File: src/design/gtsp_pkg.sv
// ----------------------------------------------------------------------------
// gtsp_pkg
// Shared types and constants for the generation-tagged slot pool: operation
// codes, register indexes, descriptor layout and controller/datapath links.
// ----------------------------------------------------------------------------
`default_nettype none

package gtsp_pkg;

  // field widths fixed by the interface
  localparam int MODE_W  = 2;
  localparam int CHAN_W  = 3;
  localparam int LEN_W   = 16;
  localparam int IDX_W   = 8;
  localparam int GEN_W   = 32;
  localparam int OSLOT_W = 3;
  localparam int CNT_W   = 4;
  localparam int STAT_W  = 32;
  localparam int LIMIT_W = 4;

  // stored descriptor: generation, channel, length
  localparam int DESC_W = GEN_W + CHAN_W + LEN_W;

  // configuration port
  localparam int CFG_IDX_W  = 1;
  localparam int CFG_DATA_W = 16;

  typedef enum logic [CFG_IDX_W-1:0] {
    REG_LOG_SLOT_LIMIT = 1'b0,
    REG_MAX_LENGTH     = 1'b1
  } reg_idx_t;

  localparam logic [LIMIT_W-1:0] LOG_SLOT_LIMIT_RESET = 4'd4;
  localparam logic [LEN_W-1:0]   MAX_LENGTH_RESET     = 16'd256;

  // operation codes
  typedef enum logic [MODE_W-1:0] {
    MODE_ALLOC    = 2'd0,
    MODE_VALIDATE = 2'd1,
    MODE_RELEASE  = 2'd2,
    MODE_NONE     = 2'd3
  } mode_t;

  // controller states
  typedef enum logic [1:0] {
    ST_IDLE = 2'd0,
    ST_SCAN = 2'd1,
    ST_READ = 2'd2,
    ST_EVAL = 2'd3
  } state_t;

  // controller to datapath
  typedef struct packed {
    logic load;
    logic scan_step;
    logic commit;
  } cmd_t;

  // datapath to controller
  typedef struct packed {
    logic start_scan;
    logic scan_last;
    logic out_free;
  } status_t;

endpackage

`default_nettype wire

File: src/design/gtsp_ram.sv
// ----------------------------------------------------------------------------
// gtsp_ram
// Generic single-clock RAM, one write port and one registered read port.
// ----------------------------------------------------------------------------
`default_nettype none

module gtsp_ram #(
  parameter int WIDTH = 8,
  parameter int DEPTH = 8,
  parameter int AW    = (DEPTH > 1) ? $clog2(DEPTH) : 1
) (
  input  wire logic             clk,
  input  wire logic             we,
  input  wire logic [AW-1:0]    waddr,
  input  wire logic [WIDTH-1:0] wdata,
  input  wire logic [AW-1:0]    raddr,
  output logic      [WIDTH-1:0] rdata
);

  logic [WIDTH-1:0] mem [DEPTH];

  // write port
  always_ff @(posedge clk) begin
    if (we) begin
      mem[waddr] <= wdata;
    end
  end

  // registered read
  always_ff @(posedge clk) begin
    rdata <= mem[raddr];
  end

endmodule

`default_nettype wire

File: src/design/gtsp_ctrl.sv
// ----------------------------------------------------------------------------
// gtsp_ctrl
// Controller for the slot pool: takes one request beat, runs the slot scan
// for allocations, waits for the descriptor read and commits the result.
// ----------------------------------------------------------------------------
`default_nettype none

module gtsp_ctrl (
  input  wire logic              clk,
  input  wire logic              rst,
  input  wire logic              in_valid,
  output logic                   in_ready,
  input  wire gtsp_pkg::status_t status,
  output gtsp_pkg::cmd_t         cmd
);

  import gtsp_pkg::*;

  state_t state, state_next;

  // state register
  always_ff @(posedge clk) begin
    if (rst) begin
      state <= ST_IDLE;
    end else begin
      state <= state_next;
    end
  end

  // next state and commands
  always_comb begin
    state_next    = state;
    cmd           = '0;
    in_ready      = 1'b0;
    case (state)
      ST_IDLE: begin
        in_ready = 1'b1;
        if (in_valid) begin
          cmd.load   = 1'b1;
          state_next = status.start_scan ? ST_SCAN : ST_READ;
        end
      end
      ST_SCAN: begin
        cmd.scan_step = 1'b1;
        if (status.scan_last) begin
          state_next = ST_READ;
        end
      end
      ST_READ: begin
        state_next = ST_EVAL;
      end
      ST_EVAL: begin
        // hold until the result register can take the new beat
        if (status.out_free) begin
          cmd.commit = 1'b1;
          state_next = ST_IDLE;
        end
      end
      default: begin
        state_next = ST_IDLE;
      end
    endcase
  end

endmodule

`default_nettype wire

File: src/design/gtsp_datapath.sv
// ----------------------------------------------------------------------------
// gtsp_datapath
// Datapath for the slot pool: request registers, per-slot flags, descriptor
// RAM, scan counter, statistics and the result register.
// ----------------------------------------------------------------------------
`default_nettype none

module gtsp_datapath #(
  parameter int SLOTS       = 8,
  parameter int LOG_CHANNEL = 3
) (
  input  wire logic                              clk,
  input  wire logic                              rst,
  input  wire gtsp_pkg::cmd_t                    cmd,
  output gtsp_pkg::status_t                      status,
  input  wire logic                              cfg_we,
  input  wire logic [gtsp_pkg::CFG_IDX_W-1:0]    cfg_index,
  input  wire logic [gtsp_pkg::CFG_DATA_W-1:0]   cfg_data,
  input  wire logic [gtsp_pkg::MODE_W-1:0]       mode,
  input  wire logic [gtsp_pkg::CHAN_W-1:0]       channel,
  input  wire logic [gtsp_pkg::LEN_W-1:0]        length,
  input  wire logic [gtsp_pkg::IDX_W-1:0]        slot_index,
  input  wire logic [gtsp_pkg::GEN_W-1:0]        generation,
  output logic                                   out_valid,
  input  wire logic                              out_ready,
  output logic                                   ok,
  output logic      [gtsp_pkg::OSLOT_W-1:0]      out_slot,
  output logic      [gtsp_pkg::GEN_W-1:0]        out_generation,
  output logic      [gtsp_pkg::CHAN_W-1:0]       out_channel,
  output logic      [gtsp_pkg::LEN_W-1:0]        out_length,
  output logic      [gtsp_pkg::CNT_W-1:0]        used_count,
  output logic      [gtsp_pkg::CNT_W-1:0]        high_water,
  output logic      [gtsp_pkg::STAT_W-1:0]       alloc_fail_count,
  output logic      [gtsp_pkg::STAT_W-1:0]       stale_count,
  output logic      [gtsp_pkg::STAT_W-1:0]       mismatch_count
);

  import gtsp_pkg::*;

  localparam int IW   = (SLOTS > 1) ? $clog2(SLOTS) : 1;
  localparam int NE   = 1 << IW;
  localparam int UW   = $clog2(SLOTS + 1);
  localparam int CMPW = (UW > LIMIT_W) ? UW : LIMIT_W;

  // configuration registers
  logic [LIMIT_W-1:0] log_slot_limit;
  logic [LEN_W-1:0]   max_length;

  // request registers
  mode_t              mode_r;
  logic [CHAN_W-1:0]  chan_r;
  logic [LEN_W-1:0]   len_r;
  logic [IDX_W-1:0]   idx_r;
  logic [GEN_W-1:0]   gen_r;
  logic               args_ok_r;

  // per-slot flags
  logic [NE-1:0] busy;
  logic [NE-1:0] written;
  logic [NE-1:0] log_owner;

  // scan state
  logic [IW-1:0] scan_idx;
  logic [IW-1:0] found_slot;
  logic          found;
  logic [UW-1:0] log_cnt;

  // statistics
  logic [UW-1:0]     used;
  logic [UW-1:0]     peak;
  logic [STAT_W-1:0] fail_cnt;
  logic [STAT_W-1:0] stale_cnt;
  logic [STAT_W-1:0] bad_cnt;

  logic              args_ok_in;
  logic              chan_is_log;
  logic              idx_ok;
  logic [IW-1:0]     idx_t;
  logic [IW-1:0]     ram_addr;
  logic [DESC_W-1:0] ram_rdata;
  logic [DESC_W-1:0] ram_wdata;
  logic              ram_we;
  logic [GEN_W-1:0]  rd_gen;
  logic [CHAN_W-1:0] rd_chan;
  logic [LEN_W-1:0]  rd_len;
  logic [GEN_W-1:0]  prev_gen;
  logic [GEN_W-1:0]  new_gen;
  logic              capped;
  logic              alloc_ok;
  logic              alloc_fail;
  logic              match;
  logic              valid_ok;
  logic              release_ok;
  logic [UW-1:0]     used_inc;

  // argument check on the incoming beat
  assign args_ok_in = (channel <= CHAN_W'(LOG_CHANNEL)) && (length != '0) &&
                      (length <= max_length);

  assign status.start_scan = (mode_t'(mode) == MODE_ALLOC) && args_ok_in;
  assign status.scan_last  = (scan_idx == IW'(SLOTS - 1));
  assign status.out_free   = !out_valid || out_ready;

  // configuration writes
  always_ff @(posedge clk) begin
    if (rst) begin
      log_slot_limit <= LOG_SLOT_LIMIT_RESET;
      max_length     <= MAX_LENGTH_RESET;
    end else if (cfg_we) begin
      case (reg_idx_t'(cfg_index))
        REG_LOG_SLOT_LIMIT: log_slot_limit <= cfg_data[LIMIT_W-1:0];
        REG_MAX_LENGTH:     max_length     <= cfg_data[LEN_W-1:0];
        default: ;
      endcase
    end
  end

  // request capture
  always_ff @(posedge clk) begin
    if (cmd.load) begin
      mode_r    <= mode_t'(mode);
      chan_r    <= channel;
      len_r     <= length;
      idx_r     <= slot_index;
      gen_r     <= generation;
      args_ok_r <= args_ok_in;
    end
  end

  // slot scan: lowest free slot and busy log slots, one slot a cycle
  always_ff @(posedge clk) begin
    if (cmd.load) begin
      scan_idx   <= '0;
      found      <= 1'b0;
      found_slot <= '0;
      log_cnt    <= '0;
    end else if (cmd.scan_step) begin
      scan_idx <= scan_idx + 1'b1;
      if (!busy[scan_idx] && !found) begin
        found      <= 1'b1;
        found_slot <= scan_idx;
      end
      if (busy[scan_idx] && log_owner[scan_idx]) begin
        log_cnt <= log_cnt + 1'b1;
      end
    end
  end

  // descriptor store
  assign idx_t    = idx_r[IW-1:0];
  assign ram_addr = (mode_r == MODE_ALLOC) ? found_slot : idx_t;

  gtsp_ram #(
    .WIDTH (DESC_W),
    .DEPTH (SLOTS)
  ) u_desc_ram (
    .clk   (clk),
    .we    (ram_we),
    .waddr (ram_addr),
    .wdata (ram_wdata),
    .raddr (ram_addr),
    .rdata (ram_rdata)
  );

  assign {rd_gen, rd_chan, rd_len} = ram_rdata;

  // generation bump, skipping zero; a never-written slot starts from zero
  assign prev_gen = written[found_slot] ? rd_gen : '0;
  assign new_gen  = ((prev_gen + 1'b1) == '0) ? GEN_W'(1) : (prev_gen + 1'b1);

  // operation outcome
  assign chan_is_log = (chan_r == CHAN_W'(LOG_CHANNEL));
  assign capped      = chan_is_log && (CMPW'(log_cnt) >= CMPW'(log_slot_limit));
  assign idx_ok      = (idx_r < IDX_W'(SLOTS));
  assign match       = idx_ok && busy[idx_t] && (rd_gen == gen_r) &&
                       (rd_chan == chan_r) && (rd_len == len_r);
  assign alloc_ok    = (mode_r == MODE_ALLOC) && args_ok_r && !capped && found;
  assign alloc_fail  = (mode_r == MODE_ALLOC) && args_ok_r && !(!capped && found);
  assign valid_ok    = (mode_r == MODE_VALIDATE) && args_ok_r && match;
  assign release_ok  = (mode_r == MODE_RELEASE) && match;
  assign used_inc    = used + 1'b1;

  assign ram_we    = cmd.commit && alloc_ok;
  assign ram_wdata = {new_gen, chan_r, len_r};

  // slot flags and statistics
  always_ff @(posedge clk) begin
    if (rst) begin
      busy      <= '0;
      written   <= '0;
      log_owner <= '0;
      used      <= '0;
      peak      <= '0;
      fail_cnt  <= '0;
      stale_cnt <= '0;
      bad_cnt   <= '0;
    end else if (cmd.commit) begin
      case (mode_r)
        MODE_ALLOC: begin
          if (alloc_ok) begin
            busy[found_slot]      <= 1'b1;
            written[found_slot]   <= 1'b1;
            log_owner[found_slot] <= chan_is_log;
            used                  <= used_inc;
            if (used_inc > peak) begin
              peak <= used_inc;
            end
          end else if (alloc_fail) begin
            fail_cnt <= fail_cnt + 1'b1;
          end
        end
        MODE_VALIDATE: begin
          if (!valid_ok) begin
            stale_cnt <= stale_cnt + 1'b1;
          end
        end
        MODE_RELEASE: begin
          if (release_ok) begin
            busy[idx_t] <= 1'b0;
            if (used != '0) begin
              used <= used - 1'b1;
            end
          end else begin
            bad_cnt <= bad_cnt + 1'b1;
          end
        end
        default: ;
      endcase
    end
  end

  // result register
  always_ff @(posedge clk) begin
    if (rst) begin
      out_valid <= 1'b0;
    end else if (cmd.commit) begin
      out_valid <= 1'b1;
    end else if (out_ready) begin
      out_valid <= 1'b0;
    end
  end

  always_ff @(posedge clk) begin
    if (cmd.commit) begin
      ok             <= alloc_ok || valid_ok || release_ok;
      out_slot       <= alloc_ok ? OSLOT_W'(found_slot) : '0;
      out_generation <= alloc_ok ? new_gen : '0;
      out_channel    <= alloc_ok ? chan_r : '0;
      out_length     <= alloc_ok ? len_r : '0;
    end
  end

  // statistics change only at commit, so they track the held beat
  assign used_count       = CNT_W'(used);
  assign high_water       = CNT_W'(peak);
  assign alloc_fail_count = fail_cnt;
  assign stale_count      = stale_cnt;
  assign mismatch_count   = bad_cnt;

endmodule

`default_nettype wire

File: src/design/generation_tagged_slot_pool.sv
// An allocate runs a scan over all SLOTS slots, one slot per cycle, that
// finds the lowest free slot and counts busy log-channel slots, then the
// registered descriptor RAM read, then the commit, which waits while the
// result register still holds an unaccepted beat. Validate, release and
// allocates with bad arguments skip the scan. One request is in flight at a
// time; the next request beat is taken while a finished result beat still
// waits in the output register. Statistics ports are live and reflect the
// state after the beat held on the result port. No clearing pass is needed
// after reset.
// ----------------------------------------------------------------------------
// generation_tagged_slot_pool
// Pool of slots handing out generation-tagged descriptors, with validate and
// release checks and wrapping usage statistics.
// ----------------------------------------------------------------------------
`default_nettype none

module generation_tagged_slot_pool #(
  parameter int SLOTS       = 8,
  parameter int LOG_CHANNEL = 3
) (
  input  wire logic                              clk,
  input  wire logic                              rst,
  input  wire logic                              cfg_we,
  input  wire logic [gtsp_pkg::CFG_IDX_W-1:0]    cfg_index,
  input  wire logic [gtsp_pkg::CFG_DATA_W-1:0]   cfg_data,
  input  wire logic                              in_valid,
  output logic                                   in_ready,
  input  wire logic [gtsp_pkg::MODE_W-1:0]       mode,
  input  wire logic [gtsp_pkg::CHAN_W-1:0]       channel,
  input  wire logic [gtsp_pkg::LEN_W-1:0]        length,
  input  wire logic [gtsp_pkg::IDX_W-1:0]        slot_index,
  input  wire logic [gtsp_pkg::GEN_W-1:0]        generation,
  output logic                                   out_valid,
  input  wire logic                              out_ready,
  output logic                                   ok,
  output logic      [gtsp_pkg::OSLOT_W-1:0]      out_slot,
  output logic      [gtsp_pkg::GEN_W-1:0]        out_generation,
  output logic      [gtsp_pkg::CHAN_W-1:0]       out_channel,
  output logic      [gtsp_pkg::LEN_W-1:0]        out_length,
  output logic      [gtsp_pkg::CNT_W-1:0]        used_count,
  output logic      [gtsp_pkg::CNT_W-1:0]        high_water,
  output logic      [gtsp_pkg::STAT_W-1:0]       alloc_fail_count,
  output logic      [gtsp_pkg::STAT_W-1:0]       stale_count,
  output logic      [gtsp_pkg::STAT_W-1:0]       mismatch_count
);

  import gtsp_pkg::*;

  cmd_t    cmd;
  status_t status;

  // controller
  gtsp_ctrl u_ctrl (
    .clk      (clk),
    .rst      (rst),
    .in_valid (in_valid),
    .in_ready (in_ready),
    .status   (status),
    .cmd      (cmd)
  );

  // datapath
  gtsp_datapath #(
    .SLOTS       (SLOTS),
    .LOG_CHANNEL (LOG_CHANNEL)
  ) u_datapath (
    .clk              (clk),
    .rst              (rst),
    .cmd              (cmd),
    .status           (status),
    .cfg_we           (cfg_we),
    .cfg_index        (cfg_index),
    .cfg_data         (cfg_data),
    .mode             (mode),
    .channel          (channel),
    .length           (length),
    .slot_index       (slot_index),
    .generation       (generation),
    .out_valid        (out_valid),
    .out_ready        (out_ready),
    .ok               (ok),
    .out_slot         (out_slot),
    .out_generation   (out_generation),
    .out_channel      (out_channel),
    .out_length       (out_length),
    .used_count       (used_count),
    .high_water       (high_water),
    .alloc_fail_count (alloc_fail_count),
    .stale_count      (stale_count),
    .mismatch_count   (mismatch_count)
  );

endmodule

`default_nettype wire

File: config.mk
export PLATFORM = sky130hd
export DESIGN_NAME = generation_tagged_slot_pool
export DESIGN_NICKNAME = d
export VERILOG_FILES = /design/src/design/gtsp_pkg.sv /design/src/design/gtsp_ram.sv /design/src/design/gtsp_ctrl.sv /design/src/design/gtsp_datapath.sv /design/src/design/generation_tagged_slot_pool.sv
export SDC_FILE = /design/constraint.sdc
export NUM_CORES = 1
export LEC_CHECK = 0
export BUFFER_PORTS_ARGS = -buffer_cell sky130_fd_sc_hd__buf_2
export CAP_MARGIN = 20
export CORE_ASPECT_RATIO = 0.5
export CORE_MARGIN = 2
export CORE_UTILIZATION = 45
export CTS_CLUSTER_SIZE = 25
export DETAILED_ROUTE_END_ITERATION = 16
export PLACE_DENSITY_LB_ADDON = 0.05
export SLEW_MARGIN = 0
export SYNTH_ARGS = -nofsm -noshare
export SYNTH_HDL_FRONTEND = slang
export SYNTH_HIERARCHICAL = 1
export SYNTH_SLANG_ARGS = --single-unit
File: constraint.sdc
create_clock -name clk -period 10.55 [get_ports clk]
set_clock_uncertainty 0.2 [all_clocks]
set_input_delay 2.11 -clock clk [delete_from_list [all_inputs] [get_ports clk]]
set_output_delay 2.11 -clock clk [all_outputs]
set_load 0.1 [all_outputs]
==> results of run 1 <==
final cells by class:
type,count,share of cell area
repair buffers,268,0.0403
clock buffers,93,0.0560
clock inverters,31,0.0108
well taps,897,0.0321
flip-flops and latches,738,0.572
multi-input cells,1197,0.282
inverters,64,0.00686
power breakdown:
part           total (uW)  switching [uW]  internal (uW)  leakage, uW
Sequential           3430             182           3250      0.00669
Clock                2620            1110           1510      0.00115
Combinational         837             488            349      0.00458
sequential cells by signal, indices dropped and copies added (netlist names), 16 cells and up:
register,flops
u_datapath/stale_count,32
u_datapath/u_desc_ram/mem,408
u_datapath/max_length,16
u_datapath/out_length,16
u_datapath/out_generation,32
u_datapath/len_r,16
u_datapath/mismatch_count,32
u_datapath/u_desc_ram/rdata,51
u_datapath/gen_r,32
u_datapath/alloc_fail_count,32
kinds of logic after synthesis:
family / count (synthesis) / share of synthesized area
buffers and inverters: 167 / 0.0247
multiplexers: 216 / 0.121
adder cells (fa/ha/maj): 36 / 0.0148
XOR/XNOR: 113 / 0.0324
AND/OR/NAND/NOR: 665 / 0.117
flip-flops: 738 / 0.656
AO/OA/AOI/OAI: 167 / 0.0342
layout by cell type (no fill, tap or decap), types with 23 or more instances in the layout:
master     instances
a21oi_1           66
and2_1            32
buf_2            243
buf_4             23
clkbuf_16         72
dfxtp_1          213
edfxtp_1         525
ha_1              36
inv_1             63
mux2_2            60
mux4_2           108
nand2_1           92
nand2b_1          31
nand3_1           58
nand4_1           38
nor2_1           159
nor2b_1           68
nor3_1            38
nor4_1            31
o21ai_0           28
xnor2_1           43
xor2_1            70
stage by stage:
stage	total power (uW)	util	cells	hold WS (ns)
after floorplan	4030	-	2102	0.222
after global placement	4330	0.487	3162	0.234
after detailed placement	4330	0.487	3162	0.239
after CTS	6960	0.522	3286	0.248
after global routing	7140	0.522	3288	0.271
final	6880	0.522	3288	0.247
path summary, 6_finish.rpt:
| path | end | cells past startpoint | start | slack (ns) |
|---|---|---|---|---|
| max | u_datapath/u_desc_ram/mem[4][40]$_DFFE_PP_ | 11 | out_ready | 4.67 |
| min | u_datapath/written[1]$_SDFFE_PP0P_ | 2 | u_datapath/written[1]$_SDFFE_PP0P_ | 0.25 |
| max reg2reg | u_datapath/u_desc_ram/mem[4][40]$_DFFE_PP_ | 10 | u_ctrl/state[1]$_SDFFE_PP0P_ | 5.84 |
| min reg2reg | u_datapath/written[1]$_SDFFE_PP0P_ | 2 | u_datapath/written[1]$_SDFFE_PP0P_ | 0.25 |
metal layers:
| metal | vias up | part of all wire | track usage |
|---|---|---|---|
| met4 | 0 | 0.015 | 0.0451 |
| li1 | 8369 | - | - |
| met2 | 403 | 0.46 | 0.332 |
| met3 | 92 | 0.047 | 0.0350 |
| met1 | 9030 | 0.48 | 0.318 |
| met5 | - | 0 | 0 |
critical path, stage by stage:
cell,delay [ns]
buf_2,0.07
nand2b_1,0.13
and2_4,0.79
inv_1,0.36
or3_1,0.53
nor2_1,0.19
buf_4,0.20
nand2_1,0.22
nor3_2,0.42
buf_6,0.23
buf_4,0.59
==> metrics.txt, run 1 <==
Placed Instance Area 0.0327 mm^2; Setup WS pre-CTS 3.51 ns; DRC 0; Synthesis Warnings 6; Worst Hold Class reg -> reg; Hold Violations, Final 0; relative slew slack 0.172; via count 17900; die area 0.0701 mm^2; critical path peak fanout 58; Setup crit start kind input port; setup bufs post-CTS 0; wire per inst 22.7 um; I/O Buffers 243; Slew Limit Fails 0; crit path DAT 5.93 ns; Max-cap violations 0; #FFs+latches synth 738; Inserted Diodes 0; hold_buf cts 0; layout cell share with drive strength beyond 1 0.252; RSZ-0062 raised after global routing false; Setup-failing EPs final 0; Cell Area, Synth 0.0305 mm^2; period utilization 0.558; Cell variety after synth 66; clock root buffer clkbuf_16; H-tree depth 3; routed wire length 74.8 mm; # nets final 2457; footprint of the multi-input gates 0.00987 mm^2; worst skew pair latency 0.62 ns; FFs w/ async S/R, synth 0; CORE AREA 0.0671 mm^2; placer congestion estimate 0.827; synth top area cells edfxtp_1 (52%), dfxtp_1 (14%), mux4_2 (8.0%), mux2_2 (2.3%), nor2_1 (2.0%); Fmax 0.170 GHz; Worst Path Required 10.60 ns; die span in y 188 um; CP Class in -> reg; post-CTS sizing 0; initial antenna violation count 1; Setup WS post-layout 4.67 ns; first-pass GRT wire length 112 mm; VDD IR-drop max 0.0918 mV; status finished clean; Bufs on Longest Clock Path 3; Die X 372 um; final instance area 0.0350 mm^2; CTS Buf Count 69; pin count of the biggest net entering global routing 113; Pre-antenna DRT Iters 5; Final ANT Viol Nets 0; starting density of the core 0.455; post-layout min period 5.88 ns; # clock sinks 738; Seq/Total Area, Yosys 0.656; Cells after Synth 2102; Synth-to-Final Area Change 14.7%; worst-margin pin slew 1.23 ns; Post-synth EDFFs 525; via density per instance 5.44; HPWL after DPL 47.2 mm; post-synth top area share 0.516; syn avg cell area 14.5 um^2; Static Leakage 0.0124 uW; GRT overflow 0; top cells by count, synth edfxtp_1 (525), dfxtp_1 (213), nor2_1 (165); count leader, synth edfxtp_1; row count 67; vias in the first global route 17800; Fillers 5802; total negative setup slack 0 ns; syn_nets 2221; gr usage total 0.214; DR iter-0 viols 1313; capturing element type of the critical path flop; Boundary Pins 244; pwr/cell area 197 mW/mm^2; ys flop type edfxtp_1; CTS tree built; Register Area 0.0200 mm^2; area leader, netlist edfxtp_1; clock slew at reported path FFs 0.06 ns
(Power assumes the default switching activity.)
==> inputs of run 2 (changes only) <==
==> constraint.sdc (replaced) <==
create_clock -name clk -period 5.3 [get_ports clk]
set_clock_uncertainty 0.2 [all_clocks]
set_input_delay 1.06 -clock clk [delete_from_list [all_inputs] [get_ports clk]]
set_output_delay 1.06 -clock clk [all_outputs]
set_load 0.1 [all_outputs]
==> run 2 against run 1 <==
Clock-buffer cell count is 5 lower; cell count up 0.40%; via count grew 1.2%; critical path depth is 2 lower; sequential share of layout area down 0.25 points; largest cell class unchanged; largest power group unchanged; highest routed layer is now met5.
==> metrics.txt, run 2 (synthesis results as in run 1) <==
status finished clean (unchanged); CTS Buf Count 68 (was 69); row count 67 (unchanged); worst-margin pin slew 1.18 ns (was 1.23 ns); reg-to-reg startpoint u_datapath/idx_r[0]$_DFFE_PP_ (was u_ctrl/state[1]$_SDFFE_PP0P_); DRC 0 (unchanged); routed wire length 75.3 mm (was 74.8 mm); layout cell share with drive strength beyond 1 0.256 (was 0.252); fin cells 3301 (was 3288); final core utilization 0.524 (was 0.522); Bufs on Longest Clock Path 3 (unchanged); hold_sp u_datapath/written[6]$_SDFFE_PP0P_ (was u_datapath/written[1]$_SDFFE_PP0P_); Static Leakage 0.0125 uW (was 0.0124 uW); hold worst-path end u_datapath/written[6]$_SDFFE_PP0P_ (was u_datapath/written[1]$_SDFFE_PP0P_); Setup crit start kind flop (was input port); I/O Buffers 243 (unchanged); Die X 372 um (unchanged); VDD IR-drop max 0.197 mV (was 0.0918 mV); GRT overflow 0 (unchanged); Worst R2R End u_datapath/stale_count[10]$_SDFFE_PP0P_ (was u_datapath/u_desc_ram/mem[4][40]$_DFFE_PP_); RSZ-0062 raised after global routing false (unchanged); Final ANT Viol Nets 0 (unchanged); Largest regs u_datapath/u_desc_ram/mem x408, u_datapath/u_desc_ram/rdata x51 (unchanged); Hold Violations, Final 0 (unchanged); Boundary Pins 244 (unchanged); largest reg by FF count u_datapath/u_desc_ram/mem (unchanged); worst skew pair latency 0.62 ns (about the same); pin count of the biggest net entering global routing 92 (was 113); starting density of the core 0.455 (unchanged); hold_buf cts 0 (unchanged); # nets final 2468 (was 2457); CTS tree built (unchanged); Slew Limit Fails 0 (unchanged); gr usage total 0.216 (was 0.214); via density per instance 5.48 (was 5.44); CP Class reg -> reg (was in -> reg); Max-cap violations 0 (unchanged); Worst Hold Class reg -> reg (unchanged); Fmax 0.248 GHz; placed insts 3175 (was 3162); Fillers 5670 (was 5802); critical path peak fanout 40 (was 58); HPWL after DPL 48.1 mm (was 47.2 mm); clock slew at reported path FFs 0.06 ns (about the same); CORE AREA 0.0671 mm^2 (unchanged); first-pass GRT wire length 114 mm (was 112 mm); crit path DAT 4.34 ns (was 5.93 ns); die area 0.0701 mm^2 (unchanged); # clock sinks 738 (unchanged); clock root buffer clkbuf_16 (unchanged); wire per inst 22.8 um (was 22.7 um); FF-to-FF setup slack 1.27 ns (was 5.84 ns); post-layout min period 4.03 ns; Setup WS post-layout 1.27 ns (was 4.67 ns); Setup WS pre-CTS 0.820 ns (was 3.51 ns); setup bufs post-CTS 0 (unchanged); R2R depth 9 (was 10); Synth-to-Final Area Change 15.2% (was 14.7%); via count 18100 (was 17900); vias in the first global route 18200 (was 17800); DR iter-0 viols 1357 (was 1313); initial antenna violation count 3 (was 1); relative slew slack 0.205 (was 0.172); max reg flops 408 (unchanged); placer congestion estimate 0.823 (was 0.827); Setup-failing EPs final 0 (unchanged); commonest non-fill, non-tap cell in the layout edfxtp_1 (unchanged); H-tree depth 3 (unchanged); WHS 0.246 ns (was 0.247 ns); hold-critical path depth 2 (unchanged); post-CTS sizing 0 (unchanged); die span in y 188 um (unchanged); Pre-antenna DRT Iters 7 (was 5); period utilization 0.760; pwr/cell area 389 mW/mm^2 (was 197 mW/mm^2); Worst Path Required 5.62 ns (was 10.60 ns); commonest cells after routing, fill and taps aside edfxtp_1 (525), buf_2 (243), dfxtp_1 (213) (unchanged); capturing element type of the critical path flop (unchanged)
-- run 2: changes by cell type in the layout (fill, tap and decap cells not counted), sizes merged --
cell	change
bufinv	+2
clkbuf	-5
buf	+12
clkinvlp	+3
diode	+1
-- run 2: layout make-up --
cell class / count / area (um^2) / area share
inverter: 64 / 240 / 0.00683
clock inverter: 36 / 468 / 0.0133
timing repair buffer: 280 / 1550 / 0.0440
multi-input combinational: 1197 / 9880 / 0.281
clock buffer: 88 / 1870 / 0.0532
tap: 897 / 1120 / 0.0319
antenna: 1 / 2.50 / 0.0000712
sequential: 738 / 20000 / 0.570
-- run 2: per-layer routing --
layer | vias up | share of wire | GRT usage
met5 | - | 0.00015 | 0
met4 | 2 | 0.015 | 0.0453
met3 | 85 | 0.050 | 0.0367
met2 | 432 | 0.46 | 0.337
met1 | 9204 | 0.47 | 0.320
li1 | 8381 | - | -
-- run 2: worst max path at each step --
stage                                         startpoint                                   endpoint  slack, ns  depth (start not counted)
final                      u_datapath/idx_r[0]$_DFFE_PP_    u_datapath/stale_count[10]$_SDFFE_PP0P_       1.27                          9
after global routing      u_datapath/mode_r[0]$_DFFE_PP_    u_datapath/u_desc_ram/rdata[22]$_DFF_P_       1.08                          5
after global placement                         out_ready    u_datapath/stale_count[29]$_SDFFE_PP0P_       0.86                          9
after floorplan                                out_ready  u_datapath/u_desc_ram/mem[7][0]$_DFFE_PP_      -0.80                          8
after detailed placement                       out_ready    u_datapath/stale_count[29]$_SDFFE_PP0P_       0.82                          9
after CTS                 u_datapath/mode_r[0]$_DFFE_PP_    u_datapath/u_desc_ram/rdata[22]$_DFF_P_       1.28                          5
-- run 2: worst max-delay path, cell delays in order (launching register included) --
cell	delay, ns
edfxtp_1	0.55
nand2b_1	0.25
a211oi_1	0.84
or4_1	0.27
nor4_2	0.07
buf_4	0.17
and3_2	0.51
buf_4	0.29
or4b_2	0.62
a21oi_1	0.15
-- run 2: power breakdown --
group          internal, uW  switching (uW)  total, uW
Combinational           700             974       1670
Sequential             6460             363       6820
Clock                  3010            2190       5200
Total                 10200            3530      13700
-- run 2: per-stage QoR --
step | power (uW) | area [um^2] | TNS (ns)
6_report | 13700 | 35200 | 0
5_1_grt | 14200 | 35200 | 0
4_1_cts | 13800 | 35200 | 0
3_5_place_dp | 8630 | 32800 | 0
3_3_place_gp | 8630 | 32800 | 0
2_1_floorplan | 8020 | 30500 | -304.07
==> inputs of run 3 (changes only) <==
==> constraint.sdc (replaced) <==
create_clock -name clk -period 3.29 [get_ports clk]
set_clock_uncertainty 0.2 [all_clocks]
set_input_delay 0.658 -clock clk [delete_from_list [all_inputs] [get_ports clk]]
set_output_delay 0.658 -clock clk [all_outputs]
set_load 0.1 [all_outputs]
==> run 3 against run 2 <==
Sequential share of layout area decreased by 1.9 points; combinational power is 93% higher; the run now ends with negative setup slack left; cell count rose by 3.5%; power up 62%; critical endpoint is now u_datapath/stale_count[23]$_SDFFE_PP0P_; critical path depth unchanged; final area is 3.6% higher; clock power is 56% higher; clock-buffer cell count rose by 6; largest cell class unchanged; sequential cell count did not move.
==> metrics.txt, run 3 (synthesis results as in run 1) <==
Setup WS post-layout -0.0815 ns (was 1.27 ns); Worst Hold Class in -> reg (was reg -> reg); row count 67 (unchanged); worst-margin pin slew 0.895 ns (was 1.18 ns); Boundary Pins 244 (unchanged); placer congestion estimate 0.901 (was 0.823); commonest cells after routing, fill and taps aside edfxtp_1 (525), buf_2 (242), dfxtp_1 (204) (was edfxtp_1 (525), buf_2 (243), dfxtp_1 (213)); CTS Buf Count 68 (unchanged); final core utilization 0.543 (was 0.524); vias in the first global route 18400 (was 18200); GRT overflow 0 (unchanged); starting density of the core 0.455 (unchanged); routed wire length 76.2 mm (was 75.3 mm); Hold Violations, Final 0 (unchanged); first-pass GRT wire length 115 mm (was 114 mm); via count 18500 (was 18100); via density per instance 5.41 (was 5.48); pwr/cell area 608 mW/mm^2 (was 389 mW/mm^2); commonest non-fill, non-tap cell in the layout edfxtp_1 (unchanged); period utilization 1.02 (was 0.760); capturing element type of the critical path flop (unchanged); Setup crit start kind flop (unchanged); # nets final 2585 (was 2468); H-tree depth 3 (unchanged); largest reg by FF count u_datapath/u_desc_ram/mem (unchanged); crit path DAT 3.67 ns (was 4.34 ns); relative slew slack 0.403 (was 0.205); fin cells 3417 (was 3301); status complete, but fails checks (was finished clean); wire per inst 22.3 um (was 22.8 um); layout cell share with drive strength beyond 1 0.286 (was 0.256); failing checks negative setup slack; WHS 0.0391 ns (was 0.246 ns); total negative setup slack -1.06 ns (was 0 ns); # clock sinks 738 (unchanged); CTS tree built (unchanged); critical path peak fanout 6 (was 40); gr usage total 0.219 (was 0.216); I/O Buffers 243 (unchanged); Bufs on Longest Clock Path 3 (unchanged); post-layout min period 3.37 ns (was 4.03 ns); Max-cap violations 0 (unchanged); Static Leakage 0.0131 uW (was 0.0125 uW); DR iter-0 viols 1526 (was 1357); Pre-antenna DRT Iters 5 (was 7); CP Class reg -> reg (unchanged); hold_sp generation[22] (was u_datapath/written[6]$_SDFFE_PP0P_); max reg flops 408 (unchanged); CP startpoint u_datapath/len_r[9]$_DFFE_PP_ (was u_datapath/idx_r[0]$_DFFE_PP_); Synth-to-Final Area Change 19.3% (was 15.2%); clock slew at reported path FFs 0.07 ns (was 0.06 ns); reg-to-reg startpoint u_datapath/len_r[9]$_DFFE_PP_ (was u_datapath/idx_r[0]$_DFFE_PP_); CORE AREA 0.0671 mm^2 (unchanged); Setup WS pre-CTS -0.247 ns (was 0.820 ns); clock root buffer clkbuf_16 (unchanged); Worst Path Required 3.58 ns (was 5.62 ns); pin count of the biggest net entering global routing 109 (was 92); HPWL after DPL 49.5 mm (was 48.1 mm); initial antenna violation count 1 (was 3); die area 0.0701 mm^2 (unchanged); VDD IR-drop max 0.358 mV (was 0.197 mV); DRC 0 (unchanged); worst skew pair latency 0.63 ns (was 0.62 ns); Fmax 0.297 GHz (was 0.248 GHz); Die X 372 um (unchanged); placed insts 3258 (was 3175); Final ANT Viol Nets 0 (unchanged); RSZ-0062 raised after global routing true (was false); Inserted Diodes 0 (was 1); Slew Limit Fails 0 (unchanged); die span in y 188 um (unchanged); Largest regs u_datapath/u_desc_ram/mem x408, u_datapath/u_desc_ram/rdata x51 (unchanged); Setup-failing EPs final 28 (was 0)
==> run 3: power breakdown <==
group	switching, uW	total, uW	leakage (uW)	internal, uW
Combinational	1830	3230	0.00533	1390
Sequential	401	10800	0.00669	10400
Clock	3520	8120	0.00112	4600
Total	5750	22100	0.0131	16400
==> run 3: worst max-delay path, stage by stage (launching register included) <==
cell       delay (ns)
edfxtp_1         0.55
nor2b_1          0.14
a2111oi_1        0.56
nand3_1          0.23
nor4_4           0.53
buf_4            0.20
and3_4           0.29
clkbuf_16        0.18
nor3_2           0.05
mux2_4           0.31
==> run 3: area by class of cell <==
| type | count | area, um^2 |
|---|---|---|
| Fill cell | 5603 | 30600 |
| Sequential cell | 738 | 20000 |
| Multi-Input combinational cell | 1197 | 9960 |
| Timing Repair Buffer | 397 | 2800 |
| Clock buffer | 94 | 1920 |
| Tap cell | 897 | 1120 |
| Clock inverter | 30 | 333 |
| Inverter | 64 | 243 |
==> run 3: layer usage <==
layer | vias up | track usage | part of all wire
met1 | 9351 | 0.318 | 0.47
met2 | 421 | 0.336 | 0.46
li1 | 8624 | - | -
met4 | 2 | 0.0565 | 0.020
met3 | 99 | 0.0468 | 0.053
met5 | - | 0 | 0.000092
==> run 3: path summary, 6_finish.rpt <==
path	to	slack, ns	cells after the start
max reg2reg	u_datapath/stale_count[23]$_SDFFE_PP0P_	-0.08	9
max	u_datapath/stale_count[23]$_SDFFE_PP0P_	-0.08	9
min	u_datapath/gen_r[22]$_DFFE_PP_	0.04	1
min reg2reg	u_datapath/written[6]$_SDFFE_PP0P_	0.25	2
==> run 3: what timing repair did <==
action,CTS,global route
endpoints found under the hold margin,29,0
cloned,1,3
endpoints found under the setup margin,32,35
hold buffers,29,0
gates resized for setup,5,6
buffers inserted,1,2
==> run 3: per-stage QoR <==
step	total power, uW	cell area [um^2]
after floorplan	12900	30700
after global placement	14200	33700
after detailed placement	14200	33700
after CTS	22400	36300
after global routing	23000	36400
final	22100	36400
